==> src/rtl/fmm_pkg.sv <==
// ----------------------------------------------------------------------------
// fmm_pkg
// shared types and codes of the flight mode manager: modes, reasons,
// register indexes, item, configuration and state structs
// ----------------------------------------------------------------------------
`default_nettype none

package fmm_pkg;

  // apb address width: seven 32-bit registers at byte offsets 0..24
  localparam int CFG_ADDR_BITS = 5;
  localparam int CFG_DATA_BITS = 32;

  typedef enum logic [2:0] {
    MODE_BOOT     = 3'd0,
    MODE_DETUMBLE = 3'd1,
    MODE_ACQUIRE  = 3'd2,
    MODE_POINT    = 3'd3,
    MODE_SAFE     = 3'd4
  } mode_e;

  // transition reasons
  localparam logic [2:0] WHY_SENSORS_READY = 3'd0;
  localparam logic [2:0] WHY_SETTLED       = 3'd1;
  localparam logic [2:0] WHY_NO_SUN        = 3'd2;
  localparam logic [2:0] WHY_ATTITUDE_BAD  = 3'd3;
  localparam logic [2:0] WHY_ACQUIRED      = 3'd4;
  localparam logic [2:0] WHY_POINTING_LOST = 3'd5;
  localparam logic [2:0] WHY_RECOVERED     = 3'd6;

  // register indexes (byte address is 4 times the index)
  localparam logic [2:0] REG_BOOT_DWELL        = 3'd0;
  localparam logic [2:0] REG_POST_SETTLE_DWELL = 3'd1;
  localparam logic [2:0] REG_ACQUIRE_DWELL     = 3'd2;
  localparam logic [2:0] REG_LOSS_DWELL        = 3'd3;
  localparam logic [2:0] REG_SAFE_ENTRY_DWELL  = 3'd4;
  localparam logic [2:0] REG_SAFE_EXIT_DWELL   = 3'd5;
  localparam logic [2:0] REG_LOSS_THRESHOLD    = 3'd6;

  typedef struct packed {
    logic [31:0] sample_time;
    logic        control_running;
    logic        rate_settled;
    logic        in_shadow;
    logic        sun_seen;
    logic        attitude_ok;
    logic        target_locked;
    logic [15:0] pointing_error;
  } in_item_t;

  typedef struct packed {
    logic [2:0]  mode;
    logic        changed;
    logic [2:0]  previous_mode;
    logic [2:0]  why;
    logic [31:0] mode_age;
    logic [31:0] pending_age;
    logic        torquers_on;
    logic        time_error;
  } out_item_t;

  typedef struct packed {
    logic [31:0] boot_dwell;
    logic [31:0] post_settle_dwell;
    logic [31:0] acquire_dwell;
    logic [31:0] loss_dwell;
    logic [31:0] safe_entry_dwell;
    logic [31:0] safe_exit_dwell;
    logic [15:0] loss_threshold;
  } cfg_t;

  // control part of the mode machine state (time stamps travel apart)
  typedef struct packed {
    mode_e      mode;
    logic       pending_valid;
    mode_e      pending_target;
    logic [2:0] pending_cause;
    logic       time_seen;
  } ctrl_t;

endpackage

`default_nettype wire

==> src/rtl/fmm_cfg.sv <==
// ----------------------------------------------------------------------------
// fmm_cfg
// apb register file holding the dwell times and the pointing loss threshold
// ----------------------------------------------------------------------------
`default_nettype none

module fmm_cfg (
  input  wire logic                              clk,
  input  wire logic                              rst_n,
  input  wire logic                              psel,
  input  wire logic                              penable,
  input  wire logic                              pwrite,
  input  wire logic [fmm_pkg::CFG_ADDR_BITS-1:0] paddr,
  input  wire logic [fmm_pkg::CFG_DATA_BITS-1:0] pwdata,
  output logic      [fmm_pkg::CFG_DATA_BITS-1:0] prdata,
  output logic                                   pready,
  output fmm_pkg::cfg_t                          cfg
);
  import fmm_pkg::*;

  cfg_t       cfg_r;
  cfg_t       cfg_nxt;
  logic       wr_en;
  logic [2:0] idx;

  assign pready = 1'b1;
  assign idx    = paddr[CFG_ADDR_BITS-1:2];
  assign wr_en  = psel & penable & pwrite & pready;

  always_comb begin
    cfg_nxt = cfg_r;
    if (wr_en) begin
      unique case (idx)
        REG_BOOT_DWELL:        cfg_nxt.boot_dwell        = pwdata;
        REG_POST_SETTLE_DWELL: cfg_nxt.post_settle_dwell = pwdata;
        REG_ACQUIRE_DWELL:     cfg_nxt.acquire_dwell     = pwdata;
        REG_LOSS_DWELL:        cfg_nxt.loss_dwell        = pwdata;
        REG_SAFE_ENTRY_DWELL:  cfg_nxt.safe_entry_dwell  = pwdata;
        REG_SAFE_EXIT_DWELL:   cfg_nxt.safe_exit_dwell   = pwdata;
        REG_LOSS_THRESHOLD:    cfg_nxt.loss_threshold    = pwdata[15:0];
        default:               cfg_nxt = cfg_r;
      endcase
    end
  end

  always_comb begin
    unique case (idx)
      REG_BOOT_DWELL:        prdata = cfg_r.boot_dwell;
      REG_POST_SETTLE_DWELL: prdata = cfg_r.post_settle_dwell;
      REG_ACQUIRE_DWELL:     prdata = cfg_r.acquire_dwell;
      REG_LOSS_DWELL:        prdata = cfg_r.loss_dwell;
      REG_SAFE_ENTRY_DWELL:  prdata = cfg_r.safe_entry_dwell;
      REG_SAFE_EXIT_DWELL:   prdata = cfg_r.safe_exit_dwell;
      REG_LOSS_THRESHOLD:    prdata = {16'd0, cfg_r.loss_threshold};
      default:               prdata = '0;
    endcase
  end

  always_ff @(posedge clk) begin
    if (!rst_n) begin
      cfg_r <= '0;
    end else begin
      cfg_r <= cfg_nxt;
    end
  end

  assign cfg = cfg_r;

endmodule

`default_nettype wire

==> src/rtl/fmm_step.sv <==
// ----------------------------------------------------------------------------
// fmm_step
// next state and result of the mode machine for one status sample
// ----------------------------------------------------------------------------
`default_nettype none

module fmm_step #(
  parameter int TIME_BITS = 32
) (
  input  wire fmm_pkg::in_item_t    item,
  input  wire fmm_pkg::cfg_t        cfg,
  input  wire fmm_pkg::ctrl_t       ctrl,
  input  wire logic [TIME_BITS-1:0] pending_since,
  input  wire logic [TIME_BITS-1:0] mode_since,
  input  wire logic [TIME_BITS-1:0] last_time,
  output fmm_pkg::ctrl_t            ctrl_nxt,
  output logic      [TIME_BITS-1:0] pending_since_nxt,
  output logic      [TIME_BITS-1:0] mode_since_nxt,
  output logic      [TIME_BITS-1:0] last_time_nxt,
  output fmm_pkg::out_item_t        result
);
  import fmm_pkg::*;

  // low 32 bits of a time value, zero filled when time is narrower
  function automatic logic [31:0] low32(input logic [TIME_BITS-1:0] v);
    logic [TIME_BITS+31:0] w;
    w = {32'd0, v};
    return w[31:0];
  endfunction

  logic [TIME_BITS+31:0] t_wide;
  logic [TIME_BITS-1:0]  t;
  logic                  sun;
  logic                  back;
  logic                  req;
  mode_e                 tgt;
  logic [2:0]            cause;
  logic [31:0]           dwell;
  logic                  new_pend;
  logic [TIME_BITS-1:0]  since_eff;
  logic [TIME_BITS-1:0]  page;
  logic                  take;
  logic                  changed;

  assign t_wide = {{TIME_BITS{1'b0}}, item.sample_time};
  assign t      = t_wide[TIME_BITS-1:0];
  assign sun    = item.sun_seen & ~item.in_shadow;
  assign back   = ctrl.time_seen && (t < last_time);

  // request decode per mode
  always_comb begin
    req   = 1'b0;
    tgt   = MODE_BOOT;
    cause = WHY_SENSORS_READY;
    dwell = '0;
    unique case (ctrl.mode)
      MODE_BOOT: begin
        if (item.control_running) begin
          req   = 1'b1;
          tgt   = MODE_DETUMBLE;
          cause = WHY_SENSORS_READY;
          dwell = cfg.boot_dwell;
        end
      end
      MODE_DETUMBLE: begin
        if (item.rate_settled) begin
          req   = 1'b1;
          dwell = cfg.post_settle_dwell;
          if (!sun) begin
            tgt   = MODE_SAFE;
            cause = WHY_NO_SUN;
          end else if (!item.attitude_ok) begin
            tgt   = MODE_SAFE;
            cause = WHY_ATTITUDE_BAD;
          end else begin
            tgt   = MODE_ACQUIRE;
            cause = WHY_SETTLED;
          end
        end
      end
      MODE_ACQUIRE, MODE_POINT: begin
        if (!sun) begin
          req   = 1'b1;
          tgt   = MODE_SAFE;
          cause = WHY_NO_SUN;
          dwell = cfg.safe_entry_dwell;
        end else if (!item.attitude_ok) begin
          req   = 1'b1;
          tgt   = MODE_SAFE;
          cause = WHY_ATTITUDE_BAD;
          dwell = cfg.safe_entry_dwell;
        end else if (ctrl.mode == MODE_ACQUIRE && item.target_locked) begin
          req   = 1'b1;
          tgt   = MODE_POINT;
          cause = WHY_ACQUIRED;
          dwell = cfg.acquire_dwell;
        end else if (ctrl.mode == MODE_POINT &&
                     item.pointing_error >= cfg.loss_threshold) begin
          req   = 1'b1;
          tgt   = MODE_ACQUIRE;
          cause = WHY_POINTING_LOST;
          dwell = cfg.loss_dwell;
        end
      end
      default: begin
        // safe, and any unused code behaves as safe
        if (sun && item.attitude_ok) begin
          req   = 1'b1;
          tgt   = MODE_ACQUIRE;
          cause = WHY_RECOVERED;
          dwell = cfg.safe_exit_dwell;
        end
      end
    endcase
  end

  assign new_pend  = !ctrl.pending_valid || (ctrl.pending_target != tgt) ||
                     (ctrl.pending_cause != cause);
  assign since_eff = new_pend ? t : pending_since;
  assign page      = t - since_eff;
  assign take      = req && ({32'd0, page} >= {{TIME_BITS{1'b0}}, dwell});
  assign changed   = !back && take && (tgt != ctrl.mode);

  always_comb begin
    ctrl_nxt          = ctrl;
    pending_since_nxt = pending_since;
    mode_since_nxt    = mode_since;
    last_time_nxt     = last_time;
    if (!back) begin
      last_time_nxt      = t;
      ctrl_nxt.time_seen = 1'b1;
      if (req && !take) begin
        ctrl_nxt.pending_valid  = 1'b1;
        ctrl_nxt.pending_target = tgt;
        ctrl_nxt.pending_cause  = cause;
        pending_since_nxt       = since_eff;
      end else begin
        ctrl_nxt.pending_valid  = 1'b0;
        ctrl_nxt.pending_target = MODE_BOOT;
        ctrl_nxt.pending_cause  = WHY_SENSORS_READY;
        pending_since_nxt       = t;
      end
      if (changed) begin
        ctrl_nxt.mode  = tgt;
        mode_since_nxt = t;
      end
    end
  end

  always_comb begin
    result.mode          = ctrl_nxt.mode;
    result.changed       = changed;
    result.previous_mode = changed ? ctrl.mode : ctrl_nxt.mode;
    result.why           = changed ? cause : WHY_SENSORS_READY;
    result.torquers_on   = (ctrl_nxt.mode == MODE_DETUMBLE) && !item.rate_settled;
    result.time_error    = back;
    if (back) begin
      result.mode_age    = low32(last_time - mode_since);
      result.pending_age = ctrl.pending_valid ? low32(last_time - pending_since) : '0;
    end else begin
      result.mode_age    = low32(t - mode_since_nxt);
      result.pending_age = (req && !take) ? low32(page) : '0;
    end
  end

endmodule

`default_nettype wire

==> src/rtl/flight_mode_manager.sv <==
// ----------------------------------------------------------------------------
// flight_mode_manager
// five-mode spacecraft mode machine with dwell-qualified transitions
// ----------------------------------------------------------------------------
// Takes one timestamped status sample per item and moves between boot,
// detumble, sun acquire, sun point and safe. A requested transition must
// persist for its dwell time (set over the apb port) before it is taken;
// a new target or reason restarts the dwell timer and a sample with no
// request clears it. Each item produces exactly one result item carrying
// the mode, the transition event, elapsed times and the magnetorquer
// enable. A sample whose time stamp is below the last accepted one is
// flagged with time_error and leaves the state untouched. Throughput is
// one item per clock unless out_ready stalls the output; an accepted
// item's result appears in the output register on the next cycle. The
// whole step is one pass of compare and subtract logic feeding the state
// and result registers, and the input stays ready while the output
// register is empty or being drained. Configuration writes take effect at
// once, so registers should be written only while no item is in flight.
`default_nettype none

module flight_mode_manager #(
  parameter int TIME_BITS = 32
) (
  input  wire logic                              clk,
  input  wire logic                              rst_n,
  // sample input channel
  input  wire logic                              in_valid,
  output logic                                   in_ready,
  input  wire fmm_pkg::in_item_t                 in_data,
  // result channel
  output logic                                   out_valid,
  input  wire logic                              out_ready,
  output fmm_pkg::out_item_t                     out_data,
  // apb configuration port
  input  wire logic                              psel,
  input  wire logic                              penable,
  input  wire logic                              pwrite,
  input  wire logic [fmm_pkg::CFG_ADDR_BITS-1:0] paddr,
  input  wire logic [fmm_pkg::CFG_DATA_BITS-1:0] pwdata,
  output logic      [fmm_pkg::CFG_DATA_BITS-1:0] prdata,
  output logic                                   pready
);
  import fmm_pkg::*;

  cfg_t                 cfg;

  // mode machine state
  ctrl_t                ctrl_r;
  ctrl_t                ctrl_nxt;
  logic [TIME_BITS-1:0] pending_since_r;
  logic [TIME_BITS-1:0] pending_since_nxt;
  logic [TIME_BITS-1:0] mode_since_r;
  logic [TIME_BITS-1:0] mode_since_nxt;
  logic [TIME_BITS-1:0] last_time_r;
  logic [TIME_BITS-1:0] last_time_nxt;

  // result register
  out_item_t            result;
  out_item_t            out_data_r;
  logic                 out_valid_r;

  logic                 in_accept;

  // dwell and threshold registers
  fmm_cfg u_cfg (
    .clk     (clk),
    .rst_n   (rst_n),
    .psel    (psel),
    .penable (penable),
    .pwrite  (pwrite),
    .paddr   (paddr),
    .pwdata  (pwdata),
    .prdata  (prdata),
    .pready  (pready),
    .cfg     (cfg)
  );

  // one step of the mode machine, purely combinational
  fmm_step #(
    .TIME_BITS (TIME_BITS)
  ) u_step (
    .item              (in_data),
    .cfg               (cfg),
    .ctrl              (ctrl_r),
    .pending_since     (pending_since_r),
    .mode_since        (mode_since_r),
    .last_time         (last_time_r),
    .ctrl_nxt          (ctrl_nxt),
    .pending_since_nxt (pending_since_nxt),
    .mode_since_nxt    (mode_since_nxt),
    .last_time_nxt     (last_time_nxt),
    .result            (result)
  );

  // take a new item whenever the result slot is free or draining
  assign in_ready  = !out_valid_r || out_ready;
  assign in_accept = in_valid && in_ready;

  // state advances only on an accepted item
  always_ff @(posedge clk) begin
    if (!rst_n) begin
      ctrl_r.mode           <= MODE_BOOT;
      ctrl_r.pending_valid  <= 1'b0;
      ctrl_r.pending_target <= MODE_BOOT;
      ctrl_r.pending_cause  <= WHY_SENSORS_READY;
      ctrl_r.time_seen      <= 1'b0;
      pending_since_r       <= '0;
      mode_since_r          <= '0;
      last_time_r           <= '0;
    end else if (in_accept) begin
      ctrl_r          <= ctrl_nxt;
      pending_since_r <= pending_since_nxt;
      mode_since_r    <= mode_since_nxt;
      last_time_r     <= last_time_nxt;
    end
  end

  // output valid flag
  always_ff @(posedge clk) begin
    if (!rst_n) begin
      out_valid_r <= 1'b0;
    end else if (in_accept) begin
      out_valid_r <= 1'b1;
    end else if (out_ready) begin
      out_valid_r <= 1'b0;
    end
  end

  // result payload, no reset needed
  always_ff @(posedge clk) begin
    if (in_accept) begin
      out_data_r <= result;
    end
  end

  assign out_valid = out_valid_r;
  assign out_data  = out_data_r;

endmodule

`default_nettype wire
==> config.mk <==
export PLATFORM = sky130hd
export DESIGN_NAME = flight_mode_manager
export DESIGN_NICKNAME = d
export VERILOG_FILES = /design/src/rtl/fmm_pkg.sv /design/src/rtl/fmm_cfg.sv /design/src/rtl/fmm_step.sv /design/src/rtl/flight_mode_manager.sv
export SDC_FILE = /design/constraint.sdc
export NUM_CORES = 1
export LEC_CHECK = 0
export ABC_AREA = 1
export BUFFER_PORTS_ARGS = -buffer_cell sky130_fd_sc_hd__buf_2
export CORE_MARGIN = 4
export CORE_UTILIZATION = 30
export CTS_BUF_LIST = sky130_fd_sc_hd__clkbuf_16
export DETAILED_ROUTE_END_ITERATION = 10
export GPL_TIMING_DRIVEN = 0
export SLEW_MARGIN = 25
export SYNTH_ARGS = -nofsm -noshare
export SYNTH_HDL_FRONTEND = slang
export SYNTH_SLANG_ARGS = --single-unit
export TNS_END_PERCENT = 30
==> constraint.sdc <==
create_clock -name clk -period 13.8 [get_ports clk]
set_clock_uncertainty 0.15 [all_clocks]
set_input_delay 2.76 -clock clk [delete_from_list [all_inputs] [get_ports clk]]
set_output_delay 2.76 -clock clk [all_outputs]
set_load 0.02 [all_outputs]
==> flow_summary_export.csv, run 1 <==
group,metric,value,unit
clocking,clock-sinks,392,
cells_and_area,drive_gt1_share,8.86,%
cells_and_area,syn2layout_area_growth,15.6,%
synthesis,ys_ff_latch,392,
synthesis,synth-compound-area-share,25.5,%
setup_path,reg2reg_from,"u_cfg.cfg[15]$_SDFFE_PN0P_",
setup_path,r2r_cells,52,
routing,drc,0,
timing,max_freq,0.0789,GHz
routing,wl_per_cell,21.2,um
worst_hold_path,hold_path_depth,2,
die,pin_count,209,
global_routing,grt_pass1_wl,159000,um
synthesis,async_reset_ff_share,0,%
placement,gp_congestion,0.989,
pwr,p_switching,1.49,mW
placement,place_inst,4986,
synthesis,synthXorXnorAreaFrac,2.64,%
die,num_rows,107,
pwr,irDropWorstVdd,0.0867,mV
pwr,p_sw_share,38.7,%
global_routing,grt-ovfl-total,0,
synthesis,synth_area,25800,um^2
setup_path,arrival,12.87,ns
routing,dr.pass1.iters,9,
cells_and_area,fin_cells,5075,
run,drv_cap,0,
die,dieHeight,301,um
clocking,cts_root_buf,"clkbuf_16",
global_routing,antenna_found_initial,4,
synthesis,synth_top_family_by_area,"compound AO/OA/AOI/OAI gates",
timing,worst_pin_slew,1.11,ns
routing,drt_iter0_drc,2669,
setup_path,timing.rr.end,"out_data[60]$_DFFE_PP_",
setup_path,critPathKind,"input pin to flop",
clocking,clk_latency,0.63,ns
setup_path,critical_path.max_fanout,10,
pwr,p_int,2.36,mW
synthesis,synth_cells,3633,
routing,dr_wl_met2,45800,um
routing,dr_wl_met3,10200,um
routing,routed_via_density,5.33,
pwr,power_frac_clock,31.2,%
timing,hold_viol_final,0,
placement,dpl_cell_area,28400,um^2
pwr,power_frac_seq,34.3,%
setup_path,critical-path-max-stage-delay,0.41,ns
die,core,85300,um^2
clocking,cts_buffers,46,
pwr,p_per_area,129,nW/um^2
die,die-width,301,um
synthesis,ys_warn_count,0,
die,dieArea,90800,um^2
global_routing,grt_pass1_vias,25689,
pwr,leakagePower,12.8,nW
clocking,cts_tree,"yes",
synthesis,synth-simple-area-share,19.1,%
routing,topRoutingLayerUsed,"met5",
setup_path,critical_path.slowest_cell,"fa_1",
clocking,cts_hold_buf,0,
routing,met1Wirelength,46100,um
cells_and_area,nFillCells,9221,
setup_path,cp-end-kind,"flop",
cells_and_area,final_nets,4191,
timing,timing.final.crit_share,91.9,%
timing,period_needed,12.68,ns
pwr,total_power,3.84,mW
synthesis,synth.distinct_cells,61,
timing,slew_headroom,26.3,%
worst_hold_path,worstHoldPathType,"flop to flop",
synthesis,synthMuxAreaShare,0.0388,%
synthesis,synth_top_flop_cell,"dfxtp_1",
synthesis,synth-seq-area-share,33.3,%
timing,final-setup-viol-count,0,
cells_and_area,final_util,35.0,%
clocking,clockBufferDepth,3,
synthesis,synth_nets,3934,
synthesis,synth_fa_ha_area_share,9.93,%
placement,hpwl,83400,um
global_routing,grt_max_degree,26,
setup_path,startpoint_type,"input pin",
synthesis,synth-edff-count,76,
placement,port_buffers,204,
cells_and_area,final_area,29800,um^2
synthesis,synth.avg_cell_area,7.11,um^2
routing,ant_nets,0,
setup_path,crit_path_frequent_cell,"nand2_1",
timing,rsz0062_at_grt,"no",
routing,via_count,27030,
worst_hold_path,min_to,"ctrl_r[7]$_SDFFE_PN0P_",
timing,setup_tns,0,ns
global_routing,grt_use_total,22.9,%
clocking,clk_pin_slew_worst_paths,0.06,ns
die,start_util,30.3,%
run_status,status,"complete, no violations",
pwr,pwr-share-comb,34.5,%
worst_hold_path,hold_start,"ctrl_r[7]$_SDFFE_PN0P_",
routing,finalWirelength,108000,um
setup_path,ff2ff_setup_slack,2.94,ns
clocking,cts.htree.levels,2,
timing,drv_slew,0,
setup_path,worstPathRequired,14.00,ns
cells in the mapped netlist, drive strengths merged (5+ instances only):
cell type / instances / share of area [%]
o2111ai: 39 / 1.3
o21a: 7 / 0.20
o221ai: 58 / 2.0
o21ai: 464 / 9.1
a21boi: 7 / 0.20
nand3: 97 / 2.0
nand3b: 6 / 0.17
nor4: 6 / 0.15
edfxtp: 76 / 8.8
and2: 17 / 0.41
o211ai: 57 / 1.7
o22ai: 21 / 0.51
ha: 200 / 9.7
a31oi: 9 / 0.22
a21oi: 384 / 7.5
dfxtp: 316 / 25
xnor2: 33 / 1.1
xor2: 43 / 1.5
nor3: 33 / 0.68
nor2: 365 / 5.5
inv: 469 / 6.8
a211oi: 42 / 1.2
clkinv: 5 / 0.073
buf: 24 / 0.44
a221oi: 27 / 0.92
clkbuf: 141 / 2.1
nand4: 29 / 0.83
nand2: 625 / 9.3
registers in the layout, indices dropped and copies added, names as in the netlist:
| register | count |
|---|---|
| out_valid | 1 |
| last_time_r | 32 |
| pending_since_r | 32 |
| u_cfg.cfg | 208 |
| mode_since_r | 32 |
| ctrl_r | 11 |
| out_data | 76 |
worst max path at each step:
stage,from,end,slack (ns),depth (start not counted)
6_report,in_data[11],out_data[60]$_DFFE_PP_,1.12,52
3_3_place_gp,in_data[15],out_data[60]$_DFFE_PP_,0.21,55
5_1_grt,in_data[11],out_data[60]$_DFFE_PP_,0.11,56
2_1_floorplan,in_data[7],out_data[60]$_DFFE_PP_,3.19,58
4_1_cts,in_data[11],out_data[60]$_DFFE_PP_,0.80,55
3_5_place_dp,in_data[11],out_data[60]$_DFFE_PP_,0.20,55
through the flow:
| step | worst slack [ns] | hold WS (ns) |
|---|---|---|
| after floorplan | 3.19 | 0.287 |
| after global placement | 0.213 | 0.302 |
| after detailed placement | 0.202 | 0.305 |
| after CTS | 0.798 | 0.315 |
| after global routing | 0.115 | 0.339 |
| final | 1.12 | 0.315 |
metal layers:
layer,vias up,global-route usage [%]
met4,2,10.8
met5,-,0
li1,12984,-
met1,12492,30.9
met2,1275,35.1
met3,277,4.64
kinds of logic (layout without fill, tap and decap cells):
family	after synthesis	in the layout
AND/OR/NAND/NOR	1183	1183
AO/OA/AOI/OAI	1138	1138
buffers and inverters	639	933
flip-flops	392	392
adder cells (fa/ha/maj)	203	203
XOR/XNOR	76	76
other	1	5
multiplexers	1	1
layout by cell type, fill, tap and decap left out, types with 8 or more instances in the layout:
| master | count |
|---|---|
| clkbuf_1 | 138 |
| o21ai_0 | 427 |
| o22ai_1 | 21 |
| nand2_1 | 610 |
| a31oi_1 | 9 |
| o21ai_1 | 33 |
| nand2_2 | 12 |
| a221oi_1 | 27 |
| dfxtp_1 | 316 |
| clkinv_2 | 10 |
| edfxtp_1 | 76 |
| buf_2 | 215 |
| inv_2 | 8 |
| nor3_1 | 27 |
| ha_1 | 200 |
| a211oi_1 | 42 |
| a21oi_1 | 381 |
| xnor2_1 | 33 |
| nand4_1 | 25 |
| clkbuf_16 | 46 |
| o221ai_1 | 58 |
| and2_1 | 17 |
| inv_1 | 473 |
| o211ai_1 | 57 |
| buf_1 | 11 |
| nor2_1 | 358 |
| clkinv_1 | 13 |
| o2111ai_1 | 39 |
| xor2_1 | 41 |
| nand3_1 | 92 |
timing repair:
item                       4_1_cts  5_1_grt
resized for setup                0        5
buffers inserted                 0        0
setup endpoints to repair        0        3
critical path: cells and delay by family:
family,cells,cell delay [ns]
simple gates,21,2.92
compound gates,20,4.33
buf+inv,6,1.20
fa+ha+maj,5,1.60
cell type report:
| cell class | instances | area, um^2 | area share [%] |
|---|---|---|---|
| Antenna cell | 4 | 10.0 | 0.0335 |
| Buffer | 165 | 648 | 2.17 |
| Clock buffer | 46 | 1150 | 3.86 |
| Clock inverter | 39 | 297 | 0.993 |
| Inverter | 474 | 1780 | 5.96 |
| Multi-Input combinational cell | 2602 | 14800 | 49.6 |
| Sequential cell | 392 | 8610 | 28.8 |
| Tap cell | 1144 | 1430 | 4.80 |
| Timing Repair Buffer | 209 | 1110 | 3.72 |
power groups by stage:
stage                     logic (mW)  registers (mW)  clock network, mW
after floorplan                0.834            1.39                  0
after global placement          1.30            1.34                  0
after detailed placement        1.30            1.34                  0
after CTS                       1.31            1.32               1.21
after global routing            1.48            1.33               1.26
final                           1.33            1.32               1.20
(Power assumes the default switching activity.)
==> inputs of run 2 (changes only) <==
--- a/config.mk
+++ b/config.mk
@@ -10,8 +10,10 @@
 export CORE_MARGIN = 4
 export CORE_UTILIZATION = 30
 export CTS_BUF_LIST = sky130_fd_sc_hd__clkbuf_16
+export CTS_CLUSTER_DIAMETER = 120
 export DETAILED_ROUTE_END_ITERATION = 10
 export GPL_TIMING_DRIVEN = 0
+export REMOVE_ABC_BUFFERS = 1
 export SLEW_MARGIN = 25
 export SYNTH_ARGS = -nofsm -noshare
 export SYNTH_HDL_FRONTEND = slang
==> run 2 against run 1 <==
Net effect: critical path depth is 5 higher; global-route usage is 3.2 points lower; worst setup slack worse by 0.12 ns; sequential cell count stayed put; critical endpoint unchanged.
==> flow_summary_export.csv, run 2 (synthesis gave the netlist of run 1 again) <==
group,metric,value,unit
global_routing,grt_pass1_wl,141000,um
setup_path,critical_path.slowest_cell,"nand2_4",
routing,dr_wl_met3,7900,um
cells_and_area,nFillCells,9177,
setup_path,arrival,12.99,ns
setup_path,worstPathRequired,14.00,ns
timing,worst_pin_slew,1.14,ns
clocking,clock-sinks,392,
routing,topRoutingLayerUsed,"met5",
clocking,post_cts_buffers,0,
routing,wl_per_cell,18.7,um
placement,port_buffers,205,
timing,rsz0062_at_grt,"no",
worst_hold_path,worstHoldPathType,"flop to flop",
cells_and_area,fin_cells,4935,
global_routing,grt-ovfl-total,0,
timing,drv_slew,0,
routing,via_count,25546,
clocking,clk_latency,0.63,ns
setup_path,ff2ff_setup_slack,2.09,ns
routing,finalWirelength,92200,um
cells_and_area,final_nets,4050,
routing,ant_nets,0,
routing,drt_iter0_drc,2430,
pwr,irDropWorstVdd,0.0908,mV
timing,final-setup-viol-count,0,
clocking,cts_tree,"yes",
run,drv_cap,0,
pwr,p_per_area,128,nW/um^2
routing,drc,0,
timing,hold_viol_final,0,
routing,routed_via_density,5.18,
timing,period_needed,12.79,ns
placement,hpwl,66400,um
setup_path,critical_path.max_fanout,55,
setup_path,startpoint_type,"input pin",
cells_and_area,largest_register_ffs,208,
setup_path,cp-end-kind,"flop",
setup_path,critical-path-max-stage-delay,0.50,ns
die,dieHeight,301,um
die,start_util,30.3,%
die,dieArea,90800,um^2
clocking,cts_buffers,46,
routing,dr_wl_met2,42300,um
timing,slew_headroom,24.1,%
global_routing,antenna_found_initial,15,
run_status,status,"complete, no violations",
timing,setup_tns,0,ns
timing,max_freq,0.0782,GHz
die,core,85300,um^2
global_routing,grt_use_total,19.8,%
timing,setup_slack,1.01,ns
placement,place_inst,4845,
clocking,clockBufferDepth,3,
die,pin_count,209,
clocking,clk_pin_slew_worst_paths,0.06,ns
cells_and_area,drive_gt1_share,9.99,%
pwr,leakagePower,12.8,nW
timing,timing.final.crit_share,92.7,%
clocking,cts_root_buf,"clkbuf_16",
cells_and_area,layout_common_cells,"607 x nand2_1, 465 x inv_1, 427 x o21ai_0",
die,die-width,301,um
routing,dr.pass1.iters,6,
cells_and_area,layout_commonest_cell,"nand2_1",
routing,met1Wirelength,39100,um
global_routing,grt_pass1_vias,23889,
setup_path,crit_path_frequent_cell,"nand2_1",
global_routing,grt_max_degree,126,
die,num_rows,107,
setup_path,critPathKind,"input pin to flop",
clocking,cts.htree.levels,2,
placement,gp_congestion,0.891,
placement,place_ws,-0.221,ns
cells_and_area,syn2layout_area_growth,15.4,%
[run 2: what timing repair did]
action	CTS	global route
hold buffers	0	0
hold endpoints to repair	0	0
endpoints found under the setup margin	0	8
gates resized for setup	0	3
[run 2: per-stage QoR]
step / power [mW] / util [%] / hold slack, ns / instance area [um^2]
3_3_place_gp: 2.59 / 32.4 / 0.304 / 27600
3_5_place_dp: 2.62 / 33.2 / 0.306 / 28300
5_1_grt: 4.06 / 34.9 / 0.330 / 29800
2_1_floorplan: 2.20 / - / 0.287 / 25200
4_1_cts: 3.85 / 34.9 / 0.316 / 29800
6_report: 3.82 / 34.9 / 0.316 / 29800
[run 2: final timing paths]
kind | start | to | cells past startpoint
setup reg to reg | ctrl_r[9]$_SDFFE_PN0P_ | out_data[60]$_DFFE_PP_ | 48
setup / recovery | in_data[5] | out_data[60]$_DFFE_PP_ | 57
hold reg to reg | u_cfg.cfg[124]$_SDFFE_PN0P_ | u_cfg.cfg[124]$_SDFFE_PN0P_ | 2
hold / removal | u_cfg.cfg[124]$_SDFFE_PN0P_ | u_cfg.cfg[124]$_SDFFE_PN0P_ | 2
[run 2: critical path: cells and delay by family]
| kind | cells | cell delay [ns] |
|---|---|---|
| AO/OA/AOI/OAI | 13 | 3.24 |
| adder cells (fa/ha/maj) | 5 | 1.67 |
| buffers and inverters | 4 | 0.70 |
| AND/OR/NAND/NOR | 35 | 4.56 |
[run 2: final cells by class]
type	instances	area, um^2	area share (%)
Sequential cell	392	8610	28.9
Clock inverter	36	287	0.961
Tap cell	1144	1430	4.80
Clock buffer	48	1200	4.03
Antenna cell	6	15.0	0.0504
Timing Repair Buffer	233	1560	5.24
Inverter	474	1800	6.05
Multi-Input combinational cell	2602	14900	50.0
[run 2: layer usage]
| metal | vias to the layer above | GRT usage, % |
|---|---|---|
| met5 | - | 0 |
| met4 | 14 | 6.02 |
| met3 | 158 | 4.52 |
| met2 | 879 | 32.5 |
| met1 | 11789 | 25.8 |
| li1 | 12706 | - |
[run 2: report_power, final]
| part | internal (mW) | switching, mW | leakage [nW] |
|---|---|---|---|
| logic | 0.434 | 0.854 | 8.70 |
| registers | 1.27 | 0.0410 | 3.33 |
| clock network | 0.673 | 0.548 | 0.766 |
| total | 2.38 | 1.44 | 12.8 |
